--- src/rtl/crast_pkg.sv ---
// Package: constants and types shared by the circle rasterizer modules.
`default_nettype none

package crast_pkg;

    localparam int COORD_BITS = 16;
    localparam int MAX_RADIUS = 31;
    localparam int RUN_CAP    = 64;
    localparam int RAD_BITS   = 5;
    localparam int COLOUR_BITS = 16;
    localparam int X_BITS     = 7;   // -MAX_RADIUS .. +1
    localparam int Y_BITS     = 8;   // 0 .. RUN_CAP, signed for compares
    localparam int ERR_BITS   = 16;
    localparam int CNT_BITS   = 7;   // 0 .. RUN_CAP

    typedef enum logic {
        ST_IDLE,
        ST_RUN
    } t_state;

    // Sequencer commands to the stepper.
    typedef struct packed {
        logic load;
        logic advance;
    } t_step_ctl;

    // Current step position and end-of-walk flag for the step being taken.
    typedef struct packed {
        logic signed [X_BITS-1:0] x;
        logic signed [Y_BITS-1:0] y;
        logic                     last;
    } t_step_stat;

endpackage

`default_nettype wire

--- src/rtl/crast_step.sv ---
// Error-term circle stepper: holds step x, y, error and run count.
`default_nettype none

module crast_step (
    input  wire logic                          i_clk,
    input  wire logic                          i_rst_n,
    input  wire crast_pkg::t_step_ctl          i_ctl,
    input  wire logic [crast_pkg::RAD_BITS-1:0] i_radius,
    output crast_pkg::t_step_stat              o_stat
);

    logic signed [crast_pkg::X_BITS-1:0]   r_x, n_x;
    logic signed [crast_pkg::Y_BITS-1:0]   r_y, n_y;
    logic signed [crast_pkg::ERR_BITS-1:0] r_err, n_err;
    logic        [crast_pkg::CNT_BITS-1:0] r_cnt, n_cnt;

    logic        [crast_pkg::RAD_BITS-1:0] w_rad;
    logic signed [crast_pkg::ERR_BITS-1:0] w_x_ext, w_y_ext, w_y1_ext, w_x1_ext;
    logic signed [crast_pkg::ERR_BITS-1:0] w_e2, w_err1, w_err2;
    logic signed [crast_pkg::X_BITS-1:0]   w_x1;
    logic signed [crast_pkg::Y_BITS-1:0]   w_y1;
    logic        [crast_pkg::CNT_BITS-1:0] w_cnt1;
    logic                                  w_last;

    // Saturate the radius.
    assign w_rad = (i_radius > crast_pkg::RAD_BITS'(crast_pkg::MAX_RADIUS)) ?
                   crast_pkg::RAD_BITS'(crast_pkg::MAX_RADIUS) : i_radius;

    assign w_x_ext = crast_pkg::ERR_BITS'(r_x);
    assign w_y_ext = crast_pkg::ERR_BITS'(r_y);

    always_comb begin
        w_e2   = r_err;
        w_y1   = r_y;
        w_err1 = r_err;
        w_y1_ext = w_y_ext;
        if (r_err <= w_y_ext) begin
            w_y1     = r_y + crast_pkg::Y_BITS'(1);
            w_y1_ext = crast_pkg::ERR_BITS'(w_y1);
            w_err1   = r_err + (w_y1_ext <<< 1) + crast_pkg::ERR_BITS'(1);
            // Diagonal point: force the x move decision.
            if ((-w_x_ext == w_y1_ext) && (r_err <= w_x_ext)) begin
                w_e2 = '0;
            end
        end
        w_x1     = r_x;
        w_err2   = w_err1;
        w_x1_ext = w_x_ext;
        if (w_e2 > w_x_ext) begin
            w_x1     = r_x + crast_pkg::X_BITS'(1);
            w_x1_ext = crast_pkg::ERR_BITS'(w_x1);
            w_err2   = w_err1 + (w_x1_ext <<< 1) + crast_pkg::ERR_BITS'(1);
        end
    end

    assign w_cnt1 = r_cnt + crast_pkg::CNT_BITS'(1);
    assign w_last = (w_x1 > crast_pkg::X_BITS'(0)) ||
                    (w_cnt1 >= crast_pkg::CNT_BITS'(crast_pkg::RUN_CAP));

    always_comb begin
        n_x   = r_x;
        n_y   = r_y;
        n_err = r_err;
        n_cnt = r_cnt;
        priority if (i_ctl.load) begin
            n_x   = -crast_pkg::X_BITS'(w_rad);
            n_y   = '0;
            n_err = crast_pkg::ERR_BITS'(2) +
                    crast_pkg::ERR_BITS'((crast_pkg::RAD_BITS'(w_rad) + 6'd1) >> 1);
            n_cnt = '0;
        end else if (i_ctl.advance) begin
            n_x   = w_x1;
            n_y   = w_y1;
            n_err = w_err2;
            n_cnt = w_cnt1;
        end
    end

    always_ff @(posedge i_clk) begin
        if (!i_rst_n) begin
            r_x   <= '0;
            r_y   <= '0;
            r_err <= '0;
            r_cnt <= '0;
        end else begin
            r_x   <= n_x;
            r_y   <= n_y;
            r_err <= n_err;
            r_cnt <= n_cnt;
        end
    end

    assign o_stat.x    = r_x;
    assign o_stat.y    = r_y;
    assign o_stat.last = w_last;

endmodule

`default_nettype wire

--- src/rtl/circle_rasterizer_top.sv ---
// Top level of the circle rasterizer: command intake, sequencer, result register.
//
// Usage:
//   Input channel (i_in_valid / o_in_ready) takes one circle command per beat:
//   centre, radius (saturated to 31) and colour.
//   Output channel (o_out_valid / i_out_ready) gives one beat per step of the
//   error-term walk: four mirrored pixel positions, the colour, and o_last on
//   the final beat of the circle. A circle yields at most 64 beats; the 64th
//   is forced last. Coordinates wrap modulo 2^16.
// Sequencing:
//   After a command is accepted the sequencer enters its run state and loads
//   the stepper; each step is then registered in the output register. The
//   stepper produces one result per cycle while the receiver keeps ready
//   high. No command is taken until the walk ends; the single stepper walks
//   one circle at a time.
//   The next command is taken while the last result still waits in the
//   output register.
// Reset: synchronous, active low; the block returns idle, ready for a command,
//   with no result pending.
// Stall: while i_out_ready is low the result register holds its beat and the
//   walk pauses; nothing is dropped.
`default_nettype none

module circle_rasterizer_top (
    input  wire logic        i_clk,
    input  wire logic        i_rst_n,
    input  wire logic        i_in_valid,
    output logic             o_in_ready,
    input  wire logic [15:0] i_centre_x,
    input  wire logic [15:0] i_centre_y,
    input  wire logic [4:0]  i_radius,
    input  wire logic [15:0] i_colour,
    output logic             o_out_valid,
    input  wire logic        i_out_ready,
    output logic [15:0]      o_left_top_x,
    output logic [15:0]      o_left_top_y,
    output logic [15:0]      o_left_bottom_x,
    output logic [15:0]      o_left_bottom_y,
    output logic [15:0]      o_right_top_x,
    output logic [15:0]      o_right_top_y,
    output logic [15:0]      o_right_bottom_x,
    output logic [15:0]      o_right_bottom_y,
    output logic [15:0]      o_pixel_colour,
    output logic             o_last
);

    localparam int CB = crast_pkg::COORD_BITS;

    crast_pkg::t_state     r_state, n_state;
    crast_pkg::t_step_ctl  w_ctl;
    crast_pkg::t_step_stat w_stat;

    logic                                r_out_valid, n_out_valid;
    logic [CB-1:0]                       r_cx, r_cy;
    logic [crast_pkg::COLOUR_BITS-1:0]   r_colour;
    logic [CB-1:0]                       r_ltx, r_lty, r_lbx, r_lby;
    logic [CB-1:0]                       r_rtx, r_rty, r_rbx, r_rby;
    logic [crast_pkg::COLOUR_BITS-1:0]   r_pcol;
    logic                                r_last;

    logic          w_in_acc;
    logic          w_slot_free;
    logic          w_emit;
    logic [CB-1:0] w_dx, w_dy;

    assign w_in_acc    = i_in_valid && o_in_ready;
    assign w_slot_free = !r_out_valid || i_out_ready;
    assign w_emit      = (r_state == crast_pkg::ST_RUN) && w_slot_free;

    crast_step u_step (
        .i_clk    (i_clk),
        .i_rst_n  (i_rst_n),
        .i_ctl    (w_ctl),
        .i_radius (i_radius),
        .o_stat   (w_stat)
    );

    // Next state.
    always_comb begin
        n_state = r_state;
        unique case (r_state)
            crast_pkg::ST_IDLE: begin
                if (w_in_acc) begin
                    n_state = crast_pkg::ST_RUN;
                end
            end
            crast_pkg::ST_RUN: begin
                if (w_emit && w_stat.last) begin
                    n_state = crast_pkg::ST_IDLE;
                end
            end
            default: n_state = crast_pkg::ST_IDLE;
        endcase
    end

    // Sequencer outputs.
    always_comb begin
        o_in_ready    = 1'b0;
        w_ctl.load    = 1'b0;
        w_ctl.advance = 1'b0;
        unique case (r_state)
            crast_pkg::ST_IDLE: begin
                o_in_ready = 1'b1;
                w_ctl.load = i_in_valid;
            end
            crast_pkg::ST_RUN: begin
                w_ctl.advance = w_emit;
            end
            default: begin
                o_in_ready = 1'b0;
            end
        endcase
    end

    // Hold the output beat until taken; load a new one when the slot frees.
    always_comb begin
        n_out_valid = r_out_valid;
        priority if (w_emit) begin
            n_out_valid = 1'b1;
        end else if (i_out_ready) begin
            n_out_valid = 1'b0;
        end
    end

    always_ff @(posedge i_clk) begin
        if (!i_rst_n) begin
            r_state     <= crast_pkg::ST_IDLE;
            r_out_valid <= 1'b0;
        end else begin
            r_state     <= n_state;
            r_out_valid <= n_out_valid;
        end
    end

    // Capture the command.
    always_ff @(posedge i_clk) begin
        if (w_in_acc) begin
            r_cx     <= i_centre_x;
            r_cy     <= i_centre_y;
            r_colour <= i_colour;
        end
    end

    // Step offsets, sign extended to coordinate width.
    assign w_dx = CB'(w_stat.x);
    assign w_dy = CB'(w_stat.y);

    // Mirror the step about the centre; coordinates wrap.
    always_ff @(posedge i_clk) begin
        if (w_emit) begin
            r_ltx  <= r_cx - w_dx;
            r_lty  <= r_cy - w_dy;
            r_lbx  <= r_cx - w_dx;
            r_lby  <= r_cy + w_dy;
            r_rtx  <= r_cx + w_dx;
            r_rty  <= r_cy - w_dy;
            r_rbx  <= r_cx + w_dx;
            r_rby  <= r_cy + w_dy;
            r_pcol <= r_colour;
            r_last <= w_stat.last;
        end
    end

    assign o_out_valid      = r_out_valid;
    assign o_left_top_x     = r_ltx;
    assign o_left_top_y     = r_lty;
    assign o_left_bottom_x  = r_lbx;
    assign o_left_bottom_y  = r_lby;
    assign o_right_top_x    = r_rtx;
    assign o_right_top_y    = r_rty;
    assign o_right_bottom_x = r_rbx;
    assign o_right_bottom_y = r_rby;
    assign o_pixel_colour   = r_pcol;
    assign o_last           = r_last;

endmodule

`default_nettype wire

--- config.mk ---
export PLATFORM = sky130hd
export DESIGN_NAME = circle_rasterizer_top
export DESIGN_NICKNAME = d
export VERILOG_FILES = /design/src/rtl/crast_pkg.sv /design/src/rtl/crast_step.sv /design/src/rtl/circle_rasterizer_top.sv
export SDC_FILE = /design/constraint.sdc
export NUM_CORES = 1
export LEC_CHECK = 0
export ABC_AREA = 1
export ABC_CLOCK_PERIOD_IN_PS = 11700
export BUFFER_PORTS_ARGS = -buffer_cell sky130_fd_sc_hd__buf_2
export CAP_MARGIN = 20
export CORE_MARGIN = 1.5
export CORE_UTILIZATION = 52
export CTS_CLUSTER_SIZE = 14
export DETAILED_ROUTE_END_ITERATION = 10
export GPL_TIMING_DRIVEN = 0
export HOLD_SLACK_MARGIN = 0.03
export PLACE_DENSITY_LB_ADDON = 0.08
export REMOVE_ABC_BUFFERS = 1
export SYNTH_ARGS = -nofsm -noshare
export SYNTH_HDL_FRONTEND = slang
export SYNTH_SLANG_ARGS = --single-unit
--- constraint.sdc ---
create_clock -name i_clk -period 11.7 [get_ports i_clk]
set_input_delay 0 -clock i_clk [delete_from_list [all_inputs] [get_ports i_clk]]
set_output_delay 0 -clock i_clk [all_outputs]
set_load 0.005 [all_outputs]
==> flow_summary.json <==
{
  "synth-compound-area-share_pct": 14.3,
  "port_buffers": 203,
  "max_cap_violations": 0,
  "global_route_wire_length_before_repair_mm": 44.7,
  "num-fill-cells": 2053,
  "clk_tree_root_cell": "sky130_fd_sc_hd__clkbuf_16",
  "area_of_the_placeable_core_um2": 23300,
  "final_cell_mix": "250 x sky130_fd_sc_hd__nand2_1, 203 x sky130_fd_sc_hd__buf_2, 167 x sky130_fd_sc_hd__inv_1",
  "number_of_global_route_vias_before_repair": 9187,
  "yosys.area_share.simple_pct": 15.5,
  "avgViaCountPerCell": 5.09,
  "cts_buffer_depth": 2,
  "overall_global_routing_usage_pct": 23.1,
  "std_cell_rows": 56,
  "synth_adder_area_share_pct": 15.6,
  "cts_post_setup_buffers_inserted": 0,
  "clock_insertion_delay_worst_skew_ns": 0.45,
  "startpoint_type": "register",
  "dpl_worst_slack_ns": 5.32,
  "max-slew-margin-rel_pct": 41.4,
  "clkTransAtPathRegs_ns": 0.08,
  "setup_ws_ns": 5.61,
  "synth-async-reset-ratio_pct": 0,
  "finalHoldViolCount": 0,
  "finalWeightedCongestion": 0.907,
  "syn_avg_cell_area_um2": 8.80,
  "synth_xor_xnor_area_share_pct": 6.27,
  "final_period_minus_worst_setup_slack_ns": 6.09,
  "status": "finished clean",
  "instance_count_of_the_mapped_netlist": 1398,
  "postSynthRegisterBits": 167,
  "sequential_share_of_the_synthesized_area_pct": 37.5,
  "die_width_um": 157,
  "tns_ns": 0,
  "wire_per_inst_um": 14.5,
  "floorplan.die_area_um2": 24600,
  "yosys-mux-area-fraction_pct": 0,
  "design.final.nets": 1787,
  "layout_cells_excl_fill": 1912,
  "overflow": 0,
  "chipHeight_um": 157,
  "synth_area_um2": 12300,
  "fmaxAchievable_ghz": 0.164,
  "report.final.slew_viol_count": 0,
  "period_utilization_post_route_pct": 52.1,
  "critical_path_class": "reg -> reg",
  "most_common_cell_after_layout_fill_and_taps_aside": "sky130_fd_sc_hd__nand2_1",
  "tritoncts": "done",
  "finalSetupViolCount": 0,
  "grt_antenna_before_repair": 0,
  "number_of_flops_mapped_to_enable_cells_by_yosys": 127,
  "hpwl_reported_at_the_end_of_detailed_placement_mm": 20.5,
  "ys.warnings.count": 0,
  "ant_nets": 0,
  "detail_route.iter0.violations": 458,
  "cts.sinks": 167,
  "synth_top_family_by_area": "adder cells",
  "worst_pin_slew_ns": 0.879,
  "antenna_cells_inserted": 0,
  "via_count": 9738,
  "ys.flop_type": "sky130_fd_sc_hd__edfxtp_1",
  "end_kind": "register",
  "grt_max_degree": 61,
  "detail_route.first_pass.iterations": 6,
  "synth_cell_type_count": 54,
  "detail_route.wirelength_mm": 27.7,
  "placed_cell_count": 1824,
  "areaGrowthSynthToFinish_pct": 16.3,
  "worstPathMaxFanout": 25,
  "cts_max_level": 4,
  "hp-class": "in -> reg",
  "drc": 0,
  "worst_ep_required_time_ns": 11.89,
  "timing.clock.skew_ns": 0.0113,
  "post_route_cells_drive_above_1_share_pct": 20.1,
  "grt_setup_unrepaired": "no",
  "cts_inserted_buffers": 17,
  "placement.cell_area_um2": 13100,
  "start_util_pct": 52.7,
  "io_pins": 204,
  "critPathArrivalTime_ns": 6.28,
  "design_area_um2": 14300
}
-- critical path, cell delays in order, from the launching register on --
cell                        delay, ns
sky130_fd_sc_hd__dfxtp_1         0.77
sky130_fd_sc_hd__inv_1           0.48
sky130_fd_sc_hd__buf_16          0.30
sky130_fd_sc_hd__ha_1            0.30
sky130_fd_sc_hd__a21oi_1         0.15
sky130_fd_sc_hd__nand3b_1        0.12
sky130_fd_sc_hd__a21oi_1         0.07
sky130_fd_sc_hd__a2111oi_0       0.45
sky130_fd_sc_hd__nand3_1         0.14
sky130_fd_sc_hd__nand3b_1        0.15
sky130_fd_sc_hd__nand2_1         0.12
sky130_fd_sc_hd__nor2_4          0.40
sky130_fd_sc_hd__nor2_2          0.06
sky130_fd_sc_hd__ha_1            0.30
sky130_fd_sc_hd__a21oi_1         0.18
sky130_fd_sc_hd__o21ai_1         0.08
sky130_fd_sc_hd__nand2_1         0.06
sky130_fd_sc_hd__o211ai_1        0.10
sky130_fd_sc_hd__nand2_1         0.07
sky130_fd_sc_hd__nand3_1         0.06
sky130_fd_sc_hd__nand2_1         0.10
sky130_fd_sc_hd__nand2_1         0.06
sky130_fd_sc_hd__nand2_1         0.56
sky130_fd_sc_hd__o21ai_0         0.22
sky130_fd_sc_hd__nor2_1          0.15
sky130_fd_sc_hd__nand3_1         0.13
sky130_fd_sc_hd__nand2_1         0.16
sky130_fd_sc_hd__nand2_1         0.10
-- Yosys cell counts, drive strengths merged, types with 8 or more instances --
master | instances | area [µm²]
a211oi | 11 | 82.6
xor2 | 75 | 657
edfxtp | 127 | 3810
nor3 | 14 | 75.1
a21boi | 11 | 105
o31ai | 8 | 80.1
ha | 144 | 1800
nand2 | 259 | 995
o21ai | 74 | 430
o211ai | 9 | 67.6
dfxtp | 40 | 801
nor2 | 84 | 360
inv | 176 | 663
a21oi | 130 | 673
xnor2 | 13 | 114
buf | 78 | 581
nand4 | 8 | 50.1
nand3 | 53 | 310
o21bai | 12 | 101
a31oi | 14 | 93.8
clkbuf | 21 | 88.8
-- layout make-up --
| class | count | area [µm²] | share of cell area (%) |
|---|---|---|---|
| clock buffer | 17 | 425 | 2.97 |
| clock inverter | 15 | 193 | 1.35 |
| inverter | 176 | 668 | 4.67 |
| multi-input combinational | 956 | 6360 | 44.4 |
| sequential | 167 | 4610 | 32.2 |
| tap | 319 | 399 | 2.79 |
| timing repair buffer | 262 | 1650 | 11.5 |
-- metal layers --
layer	track usage, %	part of all wire (%)	vias to the layer above
met2	40.0	48	246
met3	3.18	4.2	24
met5	0	0	-
met1	30.3	47	4426
li1	-	-	5042
met4	5.85	1.3	0
-- cell families (layout without fill, tap and decap cells) --
logic type / Yosys count / count (layout)
compound gates: 283 / 283
xor+xnor: 88 / 88
fa+ha+maj: 150 / 150
buf+inv: 275 / 470
flops: 167 / 167
simple gates: 435 / 435
-- repair_timing --
item	in CTS	in global routing
hold endpoints to repair	57	0
hold buffers	55	0
resized for setup	0	0
-- through the flow --
stage / util [%] / hold WS (ns)
finish: 61.3 / 0.0345
global route: 61.3 / 0.0921
detailed placement: 56.3 / 0.178
global placement: 55.9 / 0.177
floorplan: - / 0.0989
CTS: 61.3 / 0.0327
-- sequential cells by signal, indices dropped and copies added (netlist names) --
name              count
u_step.r_cnt          7
r_state               1
o_left_bottom_x      15
u_step.r_x            7
r_cy                 16
o_pixel_colour       16
o_right_bottom_x     16
r_colour             16
u_step.r_y            8
o_right_top_y        16
o_last                1
r_cx                 16
u_step.r_err         16
o_right_bottom_y     15
o_out_valid           1
-- final timing paths --
| kind | start | end | slack [ns] | depth (start not counted) |
|---|---|---|---|---|
| max reg2reg | u_step.r_x[6] | o_last | 5.61 | 27 |
| min reg2reg | r_colour[4] | o_pixel_colour[4] | 0.42 | 0 |
| min | i_radius[1] | u_step.r_x[2] | 0.03 | 6 |
| max | u_step.r_x[6] | o_last | 5.61 | 27 |
Power is not shown: default switching activity piles up to over one toggle a cycle in this logic, so the estimate is an artifact.
